`src/hw/rtl/pcpd_pkg.sv`:
```
// -----------------------------------------------------------------------------
// pcpd_pkg
// Shared types and constants of the column-post picture decoder.
// -----------------------------------------------------------------------------
package pcpd_pkg;

   // Field widths fixed by the stream format
   localparam int BYTE_W     = 8;
   localparam int COL_W      = 11;
   localparam int Y_W        = 11;
   localparam int COLOUR_W   = 8;
   localparam int KIND_W     = 2;
   localparam int HEIGHT_W   = 12;

   // Packed stream widths
   localparam int REQ_DATA_W = 24;   // data_byte, column, zero fill
   localparam int REQ_USER_W = 1;    // column_start
   localparam int RSP_DATA_W = 32;   // pixel_x, pixel_y, colour, zero fill
   localparam int RSP_USER_W = 2;    // kind

   // Register port
   localparam int CSR_IDX_W  = 2;
   localparam int CSR_DATA_W = 12;

   localparam logic [CSR_IDX_W-1:0] REG_IMAGE_HEIGHT = 2'd0;
   localparam logic [CSR_IDX_W-1:0] REG_REMAP_ZERO   = 2'd1;
   localparam logic [CSR_IDX_W-1:0] REG_BLACK_INDEX  = 2'd2;

   localparam logic [HEIGHT_W-1:0] IMAGE_HEIGHT_RST = 12'd1;
   localparam logic                REMAP_ZERO_RST   = 1'b1;
   localparam logic [BYTE_W-1:0]   BLACK_INDEX_RST  = 8'd0;

   // Largest picture side
   localparam int MAX_SIZE_DEF = 2048;

   // Top delta that ends a column
   localparam logic [BYTE_W-1:0] TERM_BYTE = 8'hFF;

   typedef enum logic [2:0] {
      PH_IDLE,
      PH_TOP,
      PH_LEN,
      PH_SKIP1,
      PH_PIX,
      PH_SKIP2
   } phase_type;

   typedef enum logic [KIND_W-1:0] {
      KIND_PIXEL,
      KIND_DONE,
      KIND_ERROR
   } kind_type;

endpackage

```
`src/hw/rtl/patch_column_post_decoder_unit.sv`:
```
// -----------------------------------------------------------------------------
// patch_column_post_decoder_unit
// Column-post picture decoder: one lump byte in, at most one pixel write,
// column-done or error result out.
// -----------------------------------------------------------------------------
// Takes one byte of column data per beat and walks the post structure of the
// column (top delta, length, unused byte, pixels, unused byte, 0xff end),
// with tall posts: a delta not above the current top is added to it. Every
// pixel byte gives a pixel write (colour 0 swapped for black_index when
// remap_zero is set), the 0xff end gives a column-done result, and a post
// running past min(image_height, MAX_SIZE) or a lump ending before the 0xff
// gives an error, after which all bytes are dropped until reset. A byte with
// req_tuser (column_start) set restarts the column from any phase.
// Throughput is one byte per clock while rsp_tready does not stall the output
// register: the byte is held in an input register while the post state machine
// updates on it, and the result is then loaded into the output register that
// drives rsp_tvalid. Only the output register stalling on rsp_tready slows
// intake. Registers are to be written over the csr port only while no byte is
// in flight; the user must ensure this, the block does not enforce it.
// -----------------------------------------------------------------------------
module patch_column_post_decoder_unit #(
   parameter int MAX_SIZE = pcpd_pkg::MAX_SIZE_DEF
) (
   input  logic                              clock,
   input  logic                              reset,
   // request stream
   input  logic                              req_tvalid,
   output logic                              req_tready,
   input  logic [pcpd_pkg::REQ_DATA_W-1:0]   req_tdata,  // [7:0] data_byte, [18:8] column
   input  logic [pcpd_pkg::REQ_USER_W-1:0]   req_tuser,  // [0] column_start
   input  logic                              req_tlast,  // lump_end
   // result stream
   output logic                              rsp_tvalid,
   input  logic                              rsp_tready,
   output logic [pcpd_pkg::RSP_DATA_W-1:0]   rsp_tdata,  // [10:0] pixel_x, [21:11] pixel_y,
                                                          // [29:22] colour
   output logic [pcpd_pkg::RSP_USER_W-1:0]   rsp_tuser,  // [1:0] kind
   // register writes
   input  logic                              csr_valid,
   output logic                              csr_ready,
   input  logic [pcpd_pkg::CSR_IDX_W-1:0]    csr_index,
   input  logic [pcpd_pkg::CSR_DATA_W-1:0]   csr_data
);

   // post_top never exceeds the bound plus one delta byte
   localparam int TOP_W = $clog2(MAX_SIZE + 256);
   localparam int CMP_W = ((TOP_W > pcpd_pkg::HEIGHT_W) ? TOP_W : pcpd_pkg::HEIGHT_W) + 1;

   // ---------------------------------------------------------------- registers
   logic                             s1_valid_ff, s1_valid_in;
   logic [pcpd_pkg::BYTE_W-1:0]      s1_byte_ff;
   logic                             s1_start_ff;
   logic [pcpd_pkg::COL_W-1:0]       s1_col_ff;
   logic                             s1_last_ff;

   pcpd_pkg::phase_type              phase_ff, phase_in;
   logic                             top_none_ff, top_none_in;
   logic [TOP_W-1:0]                 post_top_ff, post_top_in;
   logic [TOP_W-1:0]                 row_ff, row_in;
   logic [pcpd_pkg::BYTE_W-1:0]      left_ff, left_in;
   logic                             failed_ff, failed_in;

   logic [pcpd_pkg::HEIGHT_W-1:0]    height_ff;
   logic                             remap_ff;
   logic [pcpd_pkg::BYTE_W-1:0]      black_ff;

   logic                             rsp_valid_ff, rsp_valid_in;
   pcpd_pkg::kind_type               kind_ff, kind_in;
   logic [pcpd_pkg::COL_W-1:0]       x_ff;
   logic [pcpd_pkg::Y_W-1:0]         y_ff, y_in;
   logic [pcpd_pkg::COLOUR_W-1:0]    colour_ff, colour_in;

   // ---------------------------------------------------------------- handshake
   logic req_fire, advance, work, emit;

   // Move the held byte on whenever the output register is free or draining.
   assign advance    = s1_valid_ff && (!rsp_valid_ff || rsp_tready);
   assign req_tready = !s1_valid_ff || advance;
   assign req_fire   = req_tvalid && req_tready;
   assign work       = advance && !failed_ff;
   assign csr_ready  = 1'b1;

   // ---------------------------------------------------------------- decode
   pcpd_pkg::phase_type        cur_phase;
   logic                       cur_none;
   logic [CMP_W-1:0]           bound, height_ext, top_ext, sum_ext, row_ext;
   logic                       is_term, too_long, fail_hit;

   // A start byte opens a new column in any phase: treat it as a top delta.
   assign cur_phase  = s1_start_ff ? pcpd_pkg::PH_TOP : phase_ff;
   assign cur_none   = s1_start_ff ? 1'b1 : top_none_ff;

   assign height_ext = CMP_W'(height_ff);
   assign bound      = (height_ext > CMP_W'(MAX_SIZE)) ? CMP_W'(MAX_SIZE) : height_ext;
   assign top_ext    = CMP_W'(post_top_ff);
   assign sum_ext    = top_ext + CMP_W'(s1_byte_ff);
   assign row_ext    = CMP_W'(row_ff);

   assign is_term    = (s1_byte_ff == pcpd_pkg::TERM_BYTE);
   assign too_long   = (sum_ext > bound);

   // Error on early lump end within a column anywhere but the 0xff end, or on an overlong post.
   always_comb begin
      fail_hit = 1'b0;
      case (cur_phase)
         pcpd_pkg::PH_TOP:   fail_hit = s1_last_ff && !is_term;
         pcpd_pkg::PH_LEN:   fail_hit = s1_last_ff || too_long;
         pcpd_pkg::PH_SKIP1,
         pcpd_pkg::PH_PIX,
         pcpd_pkg::PH_SKIP2: fail_hit = s1_last_ff;
         default:            fail_hit = 1'b0;
      endcase
   end

   // ---------------------------------------------------------------- next state
   always_comb begin
      phase_in = phase_ff;
      if (work) begin
         if (fail_hit) begin
            phase_in = pcpd_pkg::PH_IDLE;
         end else begin
            case (cur_phase)
               pcpd_pkg::PH_TOP:   phase_in = is_term ? pcpd_pkg::PH_IDLE : pcpd_pkg::PH_LEN;
               pcpd_pkg::PH_LEN:   phase_in = pcpd_pkg::PH_SKIP1;
               pcpd_pkg::PH_SKIP1: phase_in = (left_ff == '0) ? pcpd_pkg::PH_SKIP2
                                                               : pcpd_pkg::PH_PIX;
               pcpd_pkg::PH_PIX:   phase_in = (left_ff == pcpd_pkg::BYTE_W'(1))
                                              ? pcpd_pkg::PH_SKIP2 : pcpd_pkg::PH_PIX;
               pcpd_pkg::PH_SKIP2: phase_in = pcpd_pkg::PH_TOP;
               default:            phase_in = pcpd_pkg::PH_IDLE;
            endcase
         end
      end
   end

   // ---------------------------------------------------------------- datapath and result
   always_comb begin
      top_none_in = top_none_ff;
      post_top_in = post_top_ff;
      row_in      = row_ff;
      left_in     = left_ff;
      failed_in   = failed_ff;
      emit        = 1'b0;
      kind_in     = pcpd_pkg::KIND_PIXEL;
      y_in        = '0;
      colour_in   = '0;
      if (work) begin
         top_none_in = cur_none;
         if (fail_hit) begin
            failed_in = 1'b1;
            emit      = 1'b1;
            kind_in   = pcpd_pkg::KIND_ERROR;
         end else begin
            case (cur_phase)
               pcpd_pkg::PH_TOP: begin
                  if (is_term) begin
                     emit    = 1'b1;
                     kind_in = pcpd_pkg::KIND_DONE;
                  end else begin
                     // tall post: a delta not above the top stacks on it
                     if (!cur_none && (TOP_W'(s1_byte_ff) <= post_top_ff)) begin
                        post_top_in = post_top_ff + TOP_W'(s1_byte_ff);
                     end else begin
                        post_top_in = TOP_W'(s1_byte_ff);
                     end
                     top_none_in = 1'b0;
                  end
               end
               pcpd_pkg::PH_LEN: begin
                  row_in  = post_top_ff;
                  left_in = s1_byte_ff;
               end
               pcpd_pkg::PH_PIX: begin
                  emit      = 1'b1;
                  kind_in   = pcpd_pkg::KIND_PIXEL;
                  y_in      = row_ext[pcpd_pkg::Y_W-1:0];
                  colour_in = ((s1_byte_ff == '0) && remap_ff) ? black_ff : s1_byte_ff;
                  row_in    = row_ff + TOP_W'(1);
                  left_in   = left_ff - pcpd_pkg::BYTE_W'(1);
               end
               default: begin
               end
            endcase
         end
      end
   end

   // Load a fresh result when the output register frees up, else hold.
   always_comb begin
      rsp_valid_in = rsp_valid_ff;
      if (!rsp_valid_ff || rsp_tready) begin
         rsp_valid_in = work && emit;
      end
   end

   always_comb begin
      s1_valid_in = s1_valid_ff;
      if (req_fire) begin
         s1_valid_in = 1'b1;
      end else if (advance) begin
         s1_valid_in = 1'b0;
      end
   end

   // ---------------------------------------------------------------- control registers
   always_ff @(posedge clock) begin
      if (reset) begin
         s1_valid_ff  <= 1'b0;
         rsp_valid_ff <= 1'b0;
         phase_ff     <= pcpd_pkg::PH_IDLE;
         top_none_ff  <= 1'b1;
         post_top_ff  <= '0;
         row_ff       <= '0;
         left_ff      <= '0;
         failed_ff    <= 1'b0;
      end else begin
         s1_valid_ff  <= s1_valid_in;
         rsp_valid_ff <= rsp_valid_in;
         phase_ff     <= phase_in;
         top_none_ff  <= top_none_in;
         post_top_ff  <= post_top_in;
         row_ff       <= row_in;
         left_ff      <= left_in;
         failed_ff    <= failed_in;
      end
   end

   // ---------------------------------------------------------------- config registers
   always_ff @(posedge clock) begin
      if (reset) begin
         height_ff <= pcpd_pkg::IMAGE_HEIGHT_RST;
         remap_ff  <= pcpd_pkg::REMAP_ZERO_RST;
         black_ff  <= pcpd_pkg::BLACK_INDEX_RST;
      end else if (csr_valid && csr_ready) begin
         case (csr_index)
            pcpd_pkg::REG_IMAGE_HEIGHT: height_ff <= csr_data;
            pcpd_pkg::REG_REMAP_ZERO:   remap_ff  <= csr_data[0];
            pcpd_pkg::REG_BLACK_INDEX:  black_ff  <= csr_data[pcpd_pkg::BYTE_W-1:0];
            default: begin
            end
         endcase
      end
   end

   // ---------------------------------------------------------------- payload registers
   always_ff @(posedge clock) begin
      if (req_fire) begin
         s1_byte_ff  <= req_tdata[pcpd_pkg::BYTE_W-1:0];
         s1_col_ff   <= req_tdata[pcpd_pkg::BYTE_W +: pcpd_pkg::COL_W];
         s1_start_ff <= req_tuser[0];
         s1_last_ff  <= req_tlast;
      end
      if (!rsp_valid_ff || rsp_tready) begin
         kind_ff   <= kind_in;
         x_ff      <= s1_col_ff;
         y_ff      <= y_in;
         colour_ff <= colour_in;
      end
   end

   assign rsp_tvalid = rsp_valid_ff;
   assign rsp_tuser  = kind_ff;
   assign rsp_tdata  = {2'b00, colour_ff, y_ff, x_ff};

endmodule

```
`config.mk`:
```
export PLATFORM = sky130hd
export DESIGN_NAME = patch_column_post_decoder_unit
export DESIGN_NICKNAME = d
export VERILOG_FILES = /design/src/hw/rtl/pcpd_pkg.sv /design/src/hw/rtl/patch_column_post_decoder_unit.sv
export SDC_FILE = /design/constraint.sdc
export NUM_CORES = 1
export LEC_CHECK = 0
export ABC_AREA = 1
export BUFFER_PORTS_ARGS = -buffer_cell sky130_fd_sc_hd__buf_2
export CAP_MARGIN = 20
export CORE_MARGIN = 10
export CORE_UTILIZATION = 56
export CTS_CLUSTER_DIAMETER = 40
export DETAILED_ROUTE_END_ITERATION = 6
export PLACE_DENSITY = 0.79
export SKIP_CTS_REPAIR_TIMING = 1
export SLEW_MARGIN = 10
export SYNTH_ARGS = -nofsm -noshare
export SYNTH_HDL_FRONTEND = slang
export SYNTH_SLANG_ARGS = --single-unit
```
`constraint.sdc`:
```
create_clock -name clock -period 5.63 [get_ports clock]
set_input_delay 0.563 -clock clock [delete_from_list [all_inputs] [get_ports clock]]
set_output_delay 0.563 -clock clock [all_outputs]
set_load 0.05 [all_outputs]
```
---- Word level (Yosys, flattened, before mapping) ----
Index checks and enable logic that the tools add are counted.
W data, S select, Z words.
cells by class
  $lt $le $gt $ge ......................... 3
  reduce and logical (&&, ||, !) cells .... 29
  mux-type cells .......................... 25
  $add $sub $neg .......................... 4
  bitwise logic cells ..................... 5
  eq/ne operators ......................... 9
operators with widths
  operator                 count
  $mux W12                 2
  $pmux W12 S2             1
  $logic_not A8 Y1         2
  $pmux W8 S2              1
  $pmux W3 S5              1
  $add A12 B8 Y13          1
  $gt A13 B12 Y1           1
  $mux W1                  13
  $add A12 B1 Y12 const B  1
  $add A12 B8 Y12          1
  $gt A12 B12 Y1 const B   1
  $le A8 B12 Y1            1
  $reduce_or A3 Y1         3
  $eq A8 B1 Y1 const B     1
  $eq A8 B8 Y1 const B     1
  $mux W8                  1
  $reduce_and A2 Y1        4
  $sub A8 B1 Y8 const B    1
  $logic_and A1 B1 Y1      7
  $eq A3 B2 Y1 const B     2
  $eq A3 B3 Y1 const B     2
  $mux W3                  2
  $logic_not A1 Y1         5
  $not A1 Y1               5
  other kinds (11)         15
storage, ports and cells
  logic and storage cells ................. 95
  output and inout port bits .............. 37
  register bits after elaboration ......... 113

---- Logic depth before layout (Yosys ltp) ----
Gate-level depths: netlist of run 1.
  depth in word-level cells ............... 8
  depth in mapped cells ................... 25

---- Least setup slack after synthesis of run 1 ----
Ideal clock, no wire load.
  kind .................................... reg2reg
  from .................................... register s1_byte_ff[0] in the netlist's numbering
  to ...................................... register colour_ff[0] in the netlist's numbering (data pin)
  setup time .............................. 138 ps
  required time ........................... 5492 ps
  path buffers ............................ 1
  setup slack ............................. 2397 ps
  arrival time ............................ 3095 ps
  stages on the path, launching flop included .. 23
  cells stage by stage .................... edfxtp_1 ha_1 inv_1 fa_1 nand3b_1 nand2_1 a31o_2 xor2_1 inv_1 ha_1 nand2_1 nor2_1 nand2_1 nor2_1 nand4_1 nand2_1 inv_1 nand2_2 nand2_2 nor2_4 nand2_4 buf_6 nor2_1
between the ends
  word-level cells in the longest chain between the ends .. 5
  elaborated cells on any way between the ends .. 11
  classes of those cells .................. 1 x add/sub; 1 x order compare; 1 x eq/ne; 2 x mux; 6 x reduce/logical
RTL lines
  what                                                       RTL line                                                                      RTL
  start: declaration                                         patch_column_post_decoder_unit.sv:51                                          logic [pcpd_pkg::BYTE_W-1:0] s1_byte_ff;
  start signal: assignment                                   patch_column_post_decoder_unit.sv:248                                         s1_byte_ff <= req_tdata[pcpd_pkg::BYTE_W-1:0];
  $add A12 B8 Y13 or $eq A8 B8 Y1 (tied branches)            patch_column_post_decoder_unit.sv:96, patch_column_post_decoder_unit.sv:99
  $gt A13 B12 Y1 or $logic_not A1 Y1 (tied branches)         patch_column_post_decoder_unit.sv:100, patch_column_post_decoder_unit.sv:106
  $logic_or A1 B1 Y1 or $logic_and A1 B1 Y1 (tied branches)  patch_column_post_decoder_unit.sv:107, patch_column_post_decoder_unit.sv:106
  $pmux W1 S3                                                patch_column_post_decoder_unit.sv:105                                         case (cur_phase)
  $reduce_or A3 Y1 (no source line)                          n/a
  end signal: assignment                                     patch_column_post_decoder_unit.sv:257                                         colour_ff <= colour_in;
  end: declaration                                           patch_column_post_decoder_unit.sv:71                                          logic [pcpd_pkg::COLOUR_W-1:0] colour_ff, colour_in;
Parallel ways exist; a longest one is shown, timed or not.
A chain may end at the register's enable or synchronous reset.

---- Worst setup path in the final report of run 1 ----
  from .................................... register s1_byte_ff[0] in the netlist's numbering
  to ...................................... register post_top_ff[8]
between the ends
  word-level cells in the longest chain between the ends .. 6
  elaborated cells on any way between the ends .. 14
  classes of those cells .................. 2 x add/sub; 2 x order compare; 1 x eq/ne; 2 x mux; 2 x bitwise; 5 x reduce/logical
RTL lines
  what                                                       RTL line                                                                      RTL
  $add A12 B8 Y13 or $eq A8 B8 Y1 (tied branches)            patch_column_post_decoder_unit.sv:96, patch_column_post_decoder_unit.sv:99
  $gt A13 B12 Y1 or $logic_not A1 Y1 (tied branches)         patch_column_post_decoder_unit.sv:100, patch_column_post_decoder_unit.sv:106
  $logic_or A1 B1 Y1 or $logic_and A1 B1 Y1 (tied branches)  patch_column_post_decoder_unit.sv:107, patch_column_post_decoder_unit.sv:106
  $pmux W1 S3                                                patch_column_post_decoder_unit.sv:105
  $not A1 Y1 (no source line)                                n/a
  $reduce_and A4 Y1 (no source line)                         n/a
  end signal: assignment                                     patch_column_post_decoder_unit.sv:221                                         post_top_ff <= post_top_in;
  end: declaration                                           patch_column_post_decoder_unit.sv:58                                          logic [TOP_W-1:0] post_top_ff, post_top_in;
Parallel ways exist; a longest one is shown, timed or not.

==> results of run 1 <==
[layer usage]
layer	wire length [um]	GRT usage, %	vias to the layer above
met5	0	0	-
met4	161	5.45	0
met3	684	3.72	18
met2	7030	32.5	137
met1	6090	22.5	2311
li1	-	-	2528
[layout make-up]
class,count,area (sq um),area share [%]
Clock inverter,7,61.3,0.939
Multi-Input combinational cell,514,2600,39.8
Clock buffer,9,124,1.90
Timing Repair Buffer,77,415,6.36
Sequential cell,112,2770,42.5
Inverter,104,390,5.98
Tap cell,136,170,2.61
[placed cells by master, fill, tap and decap left out, drive strengths merged, types with 2 or more instances in the layout]
cell type,synthesis,final
ha,31,31
nor4,2,2
conb,2,3
o21ai,53,53
nor2,125,125
edfxtp,53,53
nand4,10,10
dfxtp,59,59
nand3,34,34
xor2,16,16
o21bai,5,5
xnor2,2,2
clkinv,1,4
a31oi,3,3
clkbuf,12,9
nand2,171,171
buf,12,77
nor3,8,8
inv,103,107
a21oi,44,44
[per-stage QoR]
| step | instance area (sq um) | setup slack (ns) | power, uW | util [%] | hold WS (ns) |
|---|---|---|---|---|---|
| after floorplan | 5890 | 2.40 | 1090 | - | 0.400 |
| after global placement | 6320 | 1.40 | 1140 | 61.5 | 0.401 |
| after detailed placement | 6320 | 1.25 | 1160 | 61.5 | 0.407 |
| after CTS | 6500 | 1.18 | 1610 | 63.3 | 0.339 |
| after global routing | 6530 | 1.09 | 1680 | 63.6 | 0.329 |
| final | 6530 | 1.54 | 1610 | 63.6 | 0.340 |
[critical path, stage by stage (launching register included)]
cell      delay [ns]
edfxtp_1        0.56
ha_1            0.24
inv_1           0.07
fa_1            0.41
nand3b_1        0.17
nand2_1         0.16
a31o_2          0.22
xor2_1          0.19
inv_1           0.07
ha_1            0.30
nand2_1         0.06
nor2_1          0.19
nand2_1         0.07
nor2_1          0.09
nand4_1         0.10
nand2_1         0.06
inv_1           0.04
nand2_2         0.10
nand4_2         0.49
o21bai_1        0.32
nor2_1          0.06
[cells by family (layout without fill, tap and decap cells)]
kind of cell / after synthesis / after routing / synth area share, %
buffers and inverters: 128 / 197 / 8.90
and+or+nand+nor: 352 / 352 / 24.6
xor gates and xnor gates: 18 / 18 / 2.68
DFF: 112 / 112 / 47.1
adders and majority gates: 32 / 32 / 6.92
AOI/OAI and AO/OA: 109 / 109 / 9.73
other: 2 / 3 / 0.127
[final timing paths]
kind / from / end / slack [ns] / depth (start not counted)
hold reg to reg: s1_col_ff[10]$_DFFE_PP_ / x_ff[10]$_DFFE_PP_ / 0.43 / 0
setup / recovery: s1_byte_ff[0]$_DFFE_PP_ / post_top_ff[8]$_SDFFE_PP0P_ / 1.54 / 20
setup reg to reg: s1_byte_ff[0]$_DFFE_PP_ / post_top_ff[8]$_SDFFE_PP0P_ / 1.54 / 20
hold / removal: req_tdata[8] / s1_col_ff[0]$_DFFE_PP_ / 0.34 / 1
[power by group]
part	switching, uW	internal (uW)	leakage [uW]	total [uW]
Sequential	20.4	882	0.00106	903
Combinational	160	75.8	0.00207	236
Clock	296	171	0.0000957	467
[sequential cells by signal (all words and copies together), names as in the netlist, 2 cells and up]
signal       cells
row_ff          11
phase_ff         3
rsp_tuser        2
y_ff            11
post_top_ff     12
s1_byte_ff       8
black_ff         8
s1_col_ff       11
colour_ff        8
height_ff       12
left_ff          8
x_ff            11
==> impl_metrics.csv, run 1 <==
group,metric,value,unit
logic_synthesis,ys_types,35,
logic_synthesis,ys_seq_area_share,47.1,%
critical_path,cp.arrival,4.38,ns
die,die_h,123,um
critical_path,path_class,"reg -> reg",
logic_synthesis,synthArstFlopShare,0,%
timing,rsz0062_at_grt,"no",
logic_synthesis,ys.flop_type,"dfxtp_1",
timing,finalCritPeriodShare,72.7,%
die,design.die.area,15000,sq um
grt,track_usage,18.5,%
status,status,"complete, no violations",
logic_synthesis,synth_top_area_cell,"edfxtp_1",
logic_synthesis,synth_commonest_cells,"nand2_1 (168), nor2_1 (124), inv_1 (98)",
die,ios,82,
clock_tree,cts_tree,"built",
placement,gp_congestion,0.933,
layout,layout.nets,895,
power_and_ir_drop,ir_drop,0.000158,V
logic_synthesis,netlist_area,5890,sq um
grt,grt_pass1_wl,22.6,mm
power_and_ir_drop,power.density,246,nW/um^2
logic_synthesis,synth_area_per_cell,7.82,sq um
placement,place_inst,942,
logic_synthesis,ys_seq_elements,112,
grt,grt_max_degree,39,
timing,relSlewSlack,40.7,%
logic_synthesis,synth.most_common_cell,"nand2_1",
die,coreArea,10300,sq um
timing,max_clock_freq,244,MHz
timing,final.setup.tns,0,ns
die,start_util,57.3,%
detailed_routing,drt_pass1_iterations,5,
timing,final_hold_viol_count,0,
detailed_routing,vias_per_cell,5.21,
clock_tree,clk_latency,0.39,ns
layout,syn2layout_area_growth,10.9,%
clock_tree,cts-root-buf,"clkbuf_8",
clock_tree,cts_max_level,3,
critical_path,critPathLaunchType,"flop",
logic_synthesis,synth-edff-count,53,
critical_path,cp-end-kind,"flop",
logic_synthesis,synthCells,753,
clock_tree,clk_path_buf_depth,2,
logic_synthesis,synthTopCellsByArea,"edfxtp_1 (27%), dfxtp_1 (20%), nand2_1 (11%)",
detailed_routing,vias,4994,
timing,maxSlewViolCount,0,
layout,final_cells,959,
detailed_routing,drc,0,
detailed_routing,postRouteAntennaNets,0,
critical_path,cp_max_fo,24,
timing,layout_min_cycle_time,4.09,ns
grt,grt_overflow,0,
critical_path,cp.required,5.92,ns
timing,finalSetupViolCount,0,
grt,grt_antenna_before_repair,0,
timing,worst_pin_slew,0.889,ns
min_path,hp-class,"in -> reg",
die,die_w,123,um
layout,drive_above_1_share,12.9,%
placement,port_buffers,73,
flow_run,drv_cap,0,
layout,num-fill-cells,911,
detailed_routing,wl_per_cell,14.6,um
grt,grt_pass1_vias,4901,
timing,skew,0.0144,ns
detailed_routing,drt-initial-drc-count,407,
placement,dpl.hpwl,10.5,mm
power_and_ir_drop,p_leak,0.00323,uW
clock_tree,path_clk_slew,0.12,ns
clock_tree,cts_buffers,9,
layout,diodes,0,
logic_synthesis,ys_warn_count,0,
detailed_routing,wl,14.0,mm
clock_tree,clock-sinks,112,
logic_synthesis,synthDominantCellAreaShare,27.0,%
die,rows,37,
(Power assumes the default switching activity.)
==> run 2, diff against run 1 <==
- CORE_UTILIZATION: 56 -> 52
- PLACE_DENSITY: 0.79 -> 0.77
- clock period: 5.63 -> 3.5 ns (I/O delays scaled with it)
==> impl_metrics.csv, run 2 (synthesized netlist as in run 1, its figures left out) <==
group,metric,value,unit
detailed_routing,vias_per_cell,5.29,
grt,grt_antenna_before_repair,0,
die,die_h,126,um
critical_path,cp.arrival,3.68,ns
timing,finalSetupViolCount,0,
critical_path,cp_num_buf_inv,4,
critical_path,critPathMostFrequentCell,"nand2_2",
grt,grt_max_degree,39,
detailed_routing,drt_pass1_iterations,5,
clock_tree,cts-root-buf,"clkbuf_16",
power_and_ir_drop,power.density,418,nW/um^2
layout,drive_above_1_share,21.4,%
layout,layout_commonest_cell,"nand2_1",
timing,maxSlewViolCount,0,
layout,reg.largest.list,"height_ff (12), post_top_ff (12)",
critical_path,max_stage_delay,0.43,ns
grt,track_usage,17.2,%
clock_tree,path_clk_slew,0.07,ns
placement,gp_congestion,0.952,
die,rows,38,
detailed_routing,drt-initial-drc-count,459,
critical_path,cp_max_fo,5,
clock_tree,cts_tree,"built",
die,ios,82,
die,design.die.area,16000,sq um
detailed_routing,postRouteAntennaNets,0,
layout,final_cell_mix,"nand2_1 (165), nor2_1 (114), inv_1 (95)",
clock_tree,cts_buffers,9,
clock_tree,clk_latency,0.35,ns
timing,worst_pin_slew,0.852,ns
timing,fin_ws,0.0278,ns
placement,placed_area,6440,sq um
die,start_util,53.6,%
status,status,"complete, no violations",
critical_path,cp-end-kind,"flop",
timing,max_clock_freq,288,MHz
critical_path,critPathLaunchType,"flop",
layout,diodes,0,
detailed_routing,wl,15.1,mm
power_and_ir_drop,ir_drop,0.000392,V
critical_path,critPathSlowestCell,"edfxtp_1",
critical_path,critPathTopFamily,"simple AND/OR/NAND/NOR gates",
critical_path,cp_cell_sequence,"ha_1 -> inv_2 -> a21oi_1 -> nand2_2 -> a31o_4 -> xor2_4 -> inv_2 -> ha_4 -> nand2_4 -> nor2_4 -> nand2_1 -> nor2_1 -> nand4_1 -> nand2_1 -> inv_1 -> nand2_2 -> nand2_2 -> nor2_4 -> buf_6 -> nand2_8 -> a21oi_2",
timing,relSlewSlack,43.1,%
clock_tree,clk_path_buf_depth,2,
die,die_w,126,um
detailed_routing,wl_per_cell,15.2,um
critical_path,rrSetupSlack,0.03,ns
placement,place_ws,-0.0238,ns
timing,final_hold_viol_count,0,
layout,fin_area,7180,sq um
timing,skew,0.00585,ns
layout,layout.nets,923,
grt,grt_overflow,0,
clock_tree,cts_max_level,3,
power_and_ir_drop,p_leak,0.00345,uW
layout,syn2layout_area_growth,21.8,%
timing,finalCritPeriodShare,99.2,%
power_and_ir_drop,fin_total_pwr,3000,uW
timing,layout_min_cycle_time,3.47,ns
timing,rsz0062_at_grt,"yes",
die,coreArea,11000,sq um
detailed_routing,drc,0,
placement,port_buffers,73,
clock_tree,clock-sinks,112,
critical_path,path_class,"reg -> reg",
critical_path,cp.required,3.71,ns
grt,grt_pass1_wl,23.1,mm
grt,grt_pass1_vias,4958,
flow_run,drv_cap,0,
placement,dpl.hpwl,10.4,mm
detailed_routing,vias,5246,
min_path,hp-class,"in -> reg",
run 2: changes by cell type in the layout (fill, tap and decap cells not counted), moves of 4 or more:
| cell | delta |
|---|---|
| a21oi_1 | -10 |
| a21oi_2 | +9 |
| buf_4 | +22 |
| clkbuf_16 | +9 |
| clkbuf_8 | -7 |
| ha_1 | -9 |
| ha_2 | +4 |
| ha_4 | +5 |
| nor2_1 | -10 |
| nor2_2 | +9 |
| xor2_1 | -6 |
| xor2_2 | +5 |
run 2: cell type report:
type                    instances  area, sq um
clock buffers                  11          253
clock inverters                 5         61.3
fillers                       885         3810
inverters                     104          390
multi-input cells             516         2900
flip-flops and latches        112         2770
well taps                     140          175
repair buffers                103          627
run 2: report_power, final:
part           switching [uW]  internal (uW)
clock                     473            600
combinational             307            169
sequential               29.5           1420
total                     810           2190
run 2: path summary, 6_finish.rpt:
path                                 from                         end  cells past startpoint
setup / recovery  s1_byte_ff[3]$_DFFE_PP_  colour_ff[4]$_SDFFCE_PP0P_                     21
hold / removal              req_tdata[15]      s1_col_ff[7]$_DFFE_PP_                      1
setup reg to reg  s1_byte_ff[3]$_DFFE_PP_  colour_ff[4]$_SDFFCE_PP0P_                     21
hold reg to reg    s1_col_ff[4]$_DFFE_PP_           x_ff[4]$_DFFE_PP_                      0
run 2: per-layer routing:
metal,part of all wire (%),global-route usage [%]
met1,42,21.5
met2,49,28.8
met3,6.5,3.58
met4,2.8,6.30
met5,0,0
run 2: metrics by stage:
step / cells / hold WS, ns / setup TNS (ns) / util (%)
2_1_floorplan: 754 / 0.400 / 0 / -
3_3_place_gp: 958 / 0.401 / 0 / 58.6
3_5_place_dp: 958 / 0.405 / -0.0726 / 58.6
4_1_cts: 974 / 0.167 / -0.987 / 61.5
5_1_grt: 991 / 0.162 / -2.94 / 65.3
6_report: 991 / 0.173 / 0 / 65.3
==> run 3, diff against run 2 <==
- CELL_PAD_IN_SITES_DETAIL_PLACEMENT: not set -> 1
- CELL_PAD_IN_SITES_GLOBAL_PLACEMENT: not set -> 2
- CORE_UTILIZATION: 52 -> 30
- PLACE_DENSITY: 0.77 -> 0.76
==> impl_metrics.csv, run 3 (synthesized netlist as in run 1, its figures left out) <==
group,metric,value,unit
critical_path,rrSetupSlack,0.07,ns
die,design.die.area,25600,sq um
critical_path,regToRegEndpoint,"colour_ff[5]$_SDFFCE_PP0P_",
critical_path,cp_max_fo,5,
timing,relSlewSlack,36.8,%
die,rows,51,
timing,final.setup.tns,0,ns
timing,layout_min_cycle_time,3.43,ns
placement,dpl.hpwl,12.8,mm
flow_run,drv_cap,0,
placement,port_buffers,73,
critical_path,ff2ff_path_depth,23,
detailed_routing,postRouteAntennaNets,0,
detailed_routing,vias,5149,
clock_tree,clock-sinks,112,
clock_tree,cts_buffers,9,
grt,grt_pass1_vias,5161,
grt,grt_antenna_before_repair,0,
layout,layout.nets,935,
placement,gp_congestion,0.777,
detailed_routing,drt-initial-drc-count,253,
die,die_h,160,um
status,status,"complete, no violations",
layout,final_cells,1128,
power_and_ir_drop,power.density,393,nW/um^2
clock_tree,clk_path_buf_depth,2,
placement,placed_area,6710,sq um
placement,place_inst,1098,
power_and_ir_drop,p_leak,0.00350,uW
layout,final_util,38.7,%
critical_path,worstReg2RegStart,"s1_byte_ff[0]$_DFFE_PP_",
die,die_w,160,um
grt,grt_overflow,0,
timing,worst_pin_slew,0.948,ns
timing,skew,0.00884,ns
critical_path,cp.arrival,3.65,ns
layout,diodes,0,
detailed_routing,vias_per_cell,4.56,
layout,layout_commonest_cell,"nand2_1",
grt,track_usage,13.0,%
die,ios,82,
layout,final_cell_mix,"nand2_1 (153), nor2_1 (110), inv_1 (93)",
layout,reg.largest.list,"height_ff (12), post_top_ff (12)",
detailed_routing,drc,0,
timing,maxSlewViolCount,0,
critical_path,cp.required,3.72,ns
detailed_routing,drt_pass1_iterations,4,
critical_path,crit_path_end,"colour_ff[5]$_SDFFCE_PP0P_",
power_and_ir_drop,ir_drop,0.000203,V
die,start_util,30.4,%
layout,fin_area,7510,sq um
layout,drive_above_1_share,24.4,%
min_path,hp-class,"in -> reg",
clock_tree,cts_tree,"built",
timing,finalCritPeriodShare,98.0,%
clock_tree,cts-root-buf,"clkbuf_16",
critical_path,critPathLaunch,"s1_byte_ff[0]$_DFFE_PP_",
critical_path,cp-end-kind,"flop",
timing,finalSetupViolCount,0,
detailed_routing,wl_per_cell,16.0,um
detailed_routing,wl,18.0,mm
clock_tree,clk_latency,0.36,ns
critical_path,critPathLaunchType,"flop",
critical_path,path_class,"reg -> reg",
layout,syn2layout_area_growth,27.5,%
timing,holdWs,0.165,ns
timing,rsz0062_at_grt,"yes",
grt,grt_pass1_wl,27.0,mm
timing,max_clock_freq,292,MHz
die,coreArea,19400,sq um
grt,grt_max_degree,39,
clock_tree,path_clk_slew,0.08,ns
clock_tree,cts_max_level,3,
timing,final_hold_viol_count,0,
## run 3: changes by cell type in the layout (fill, tap and decap cells not counted), sizes merged
cell      previous run  this run
clkinv               3         4
clkinvlp             0         1
bufinv               1         0
clkbuf              11        12
buf                103       112
nand2              173       174
## run 3: stage by stage
step | total power [uW] | setup WS (ns)
finish | 2950 | 0.0711
global route | 3110 | -0.139
CTS | 2930 | -0.199
detailed placement | 1910 | -0.170
global placement | 1900 | -0.0329
floorplan | 1750 | 0.267
## run 3: final cells by class
type / instances / area, sq um
Sequential cell: 112 / 2770
Clock buffer: 10 / 229
Multi-Input combinational cell: 517 / 2980
Tap cell: 265 / 332
Inverter: 104 / 390
Timing Repair Buffer: 114 / 753
Clock inverter: 6 / 55.1
Fill cell: 2396 / 11900
## run 3: where the power goes
part | total, uW | switching [uW] | internal (uW)
clock network | 1010 | 512 | 496
registers | 1450 | 28.1 | 1420
logic | 498 | 317 | 182
## run 3: worst min-delay path by stage
stage                                 startpoint                    end  slack, ns  cells past startpoint
after floorplan           s1_col_ff[0]$_DFFE_PP_      x_ff[0]$_DFFE_PP_       0.40                      0
after global placement    s1_col_ff[7]$_DFFE_PP_      x_ff[7]$_DFFE_PP_       0.40                      0
after detailed placement  s1_col_ff[5]$_DFFE_PP_      x_ff[5]$_DFFE_PP_       0.41                      0
after CTS                              req_tuser  s1_start_ff$_DFFE_PP_       0.15                      1
after global routing                   req_tuser  s1_start_ff$_DFFE_PP_       0.15                      1
final                                  req_tuser  s1_start_ff$_DFFE_PP_       0.16                      1
## run 3: metal layers
metal	vias up	share of wire (%)	GRT usage, %
li1	2625	-	-
met1	2442	47	17.3
met2	75	47	21.0
met3	7	5.2	3.06
met4	0	0.77	2.88
met5	-	0	0
## run 3: worst max-delay path, stage by stage (launching register included)
cell and delay [ns]:
edfxtp_1 0.37, ha_2 0.20, inv_2 0.05, fa_2 0.38, nand3b_1 0.18, nand2_2 0.13
nand2_2 0.06, nand3_2 0.09, xor2_2 0.22, inv_2 0.08, ha_4 0.28, nand2_2 0.04
nor2_2 0.11, nand2_1 0.07, nor2_2 0.08, nand4_1 0.10, nand2_1 0.08, inv_2 0.04
nand2_4 0.08, nand2_4 0.06, nor2_4 0.17, buf_6 0.18, nand2_8 0.10, a21oi_4 0.14
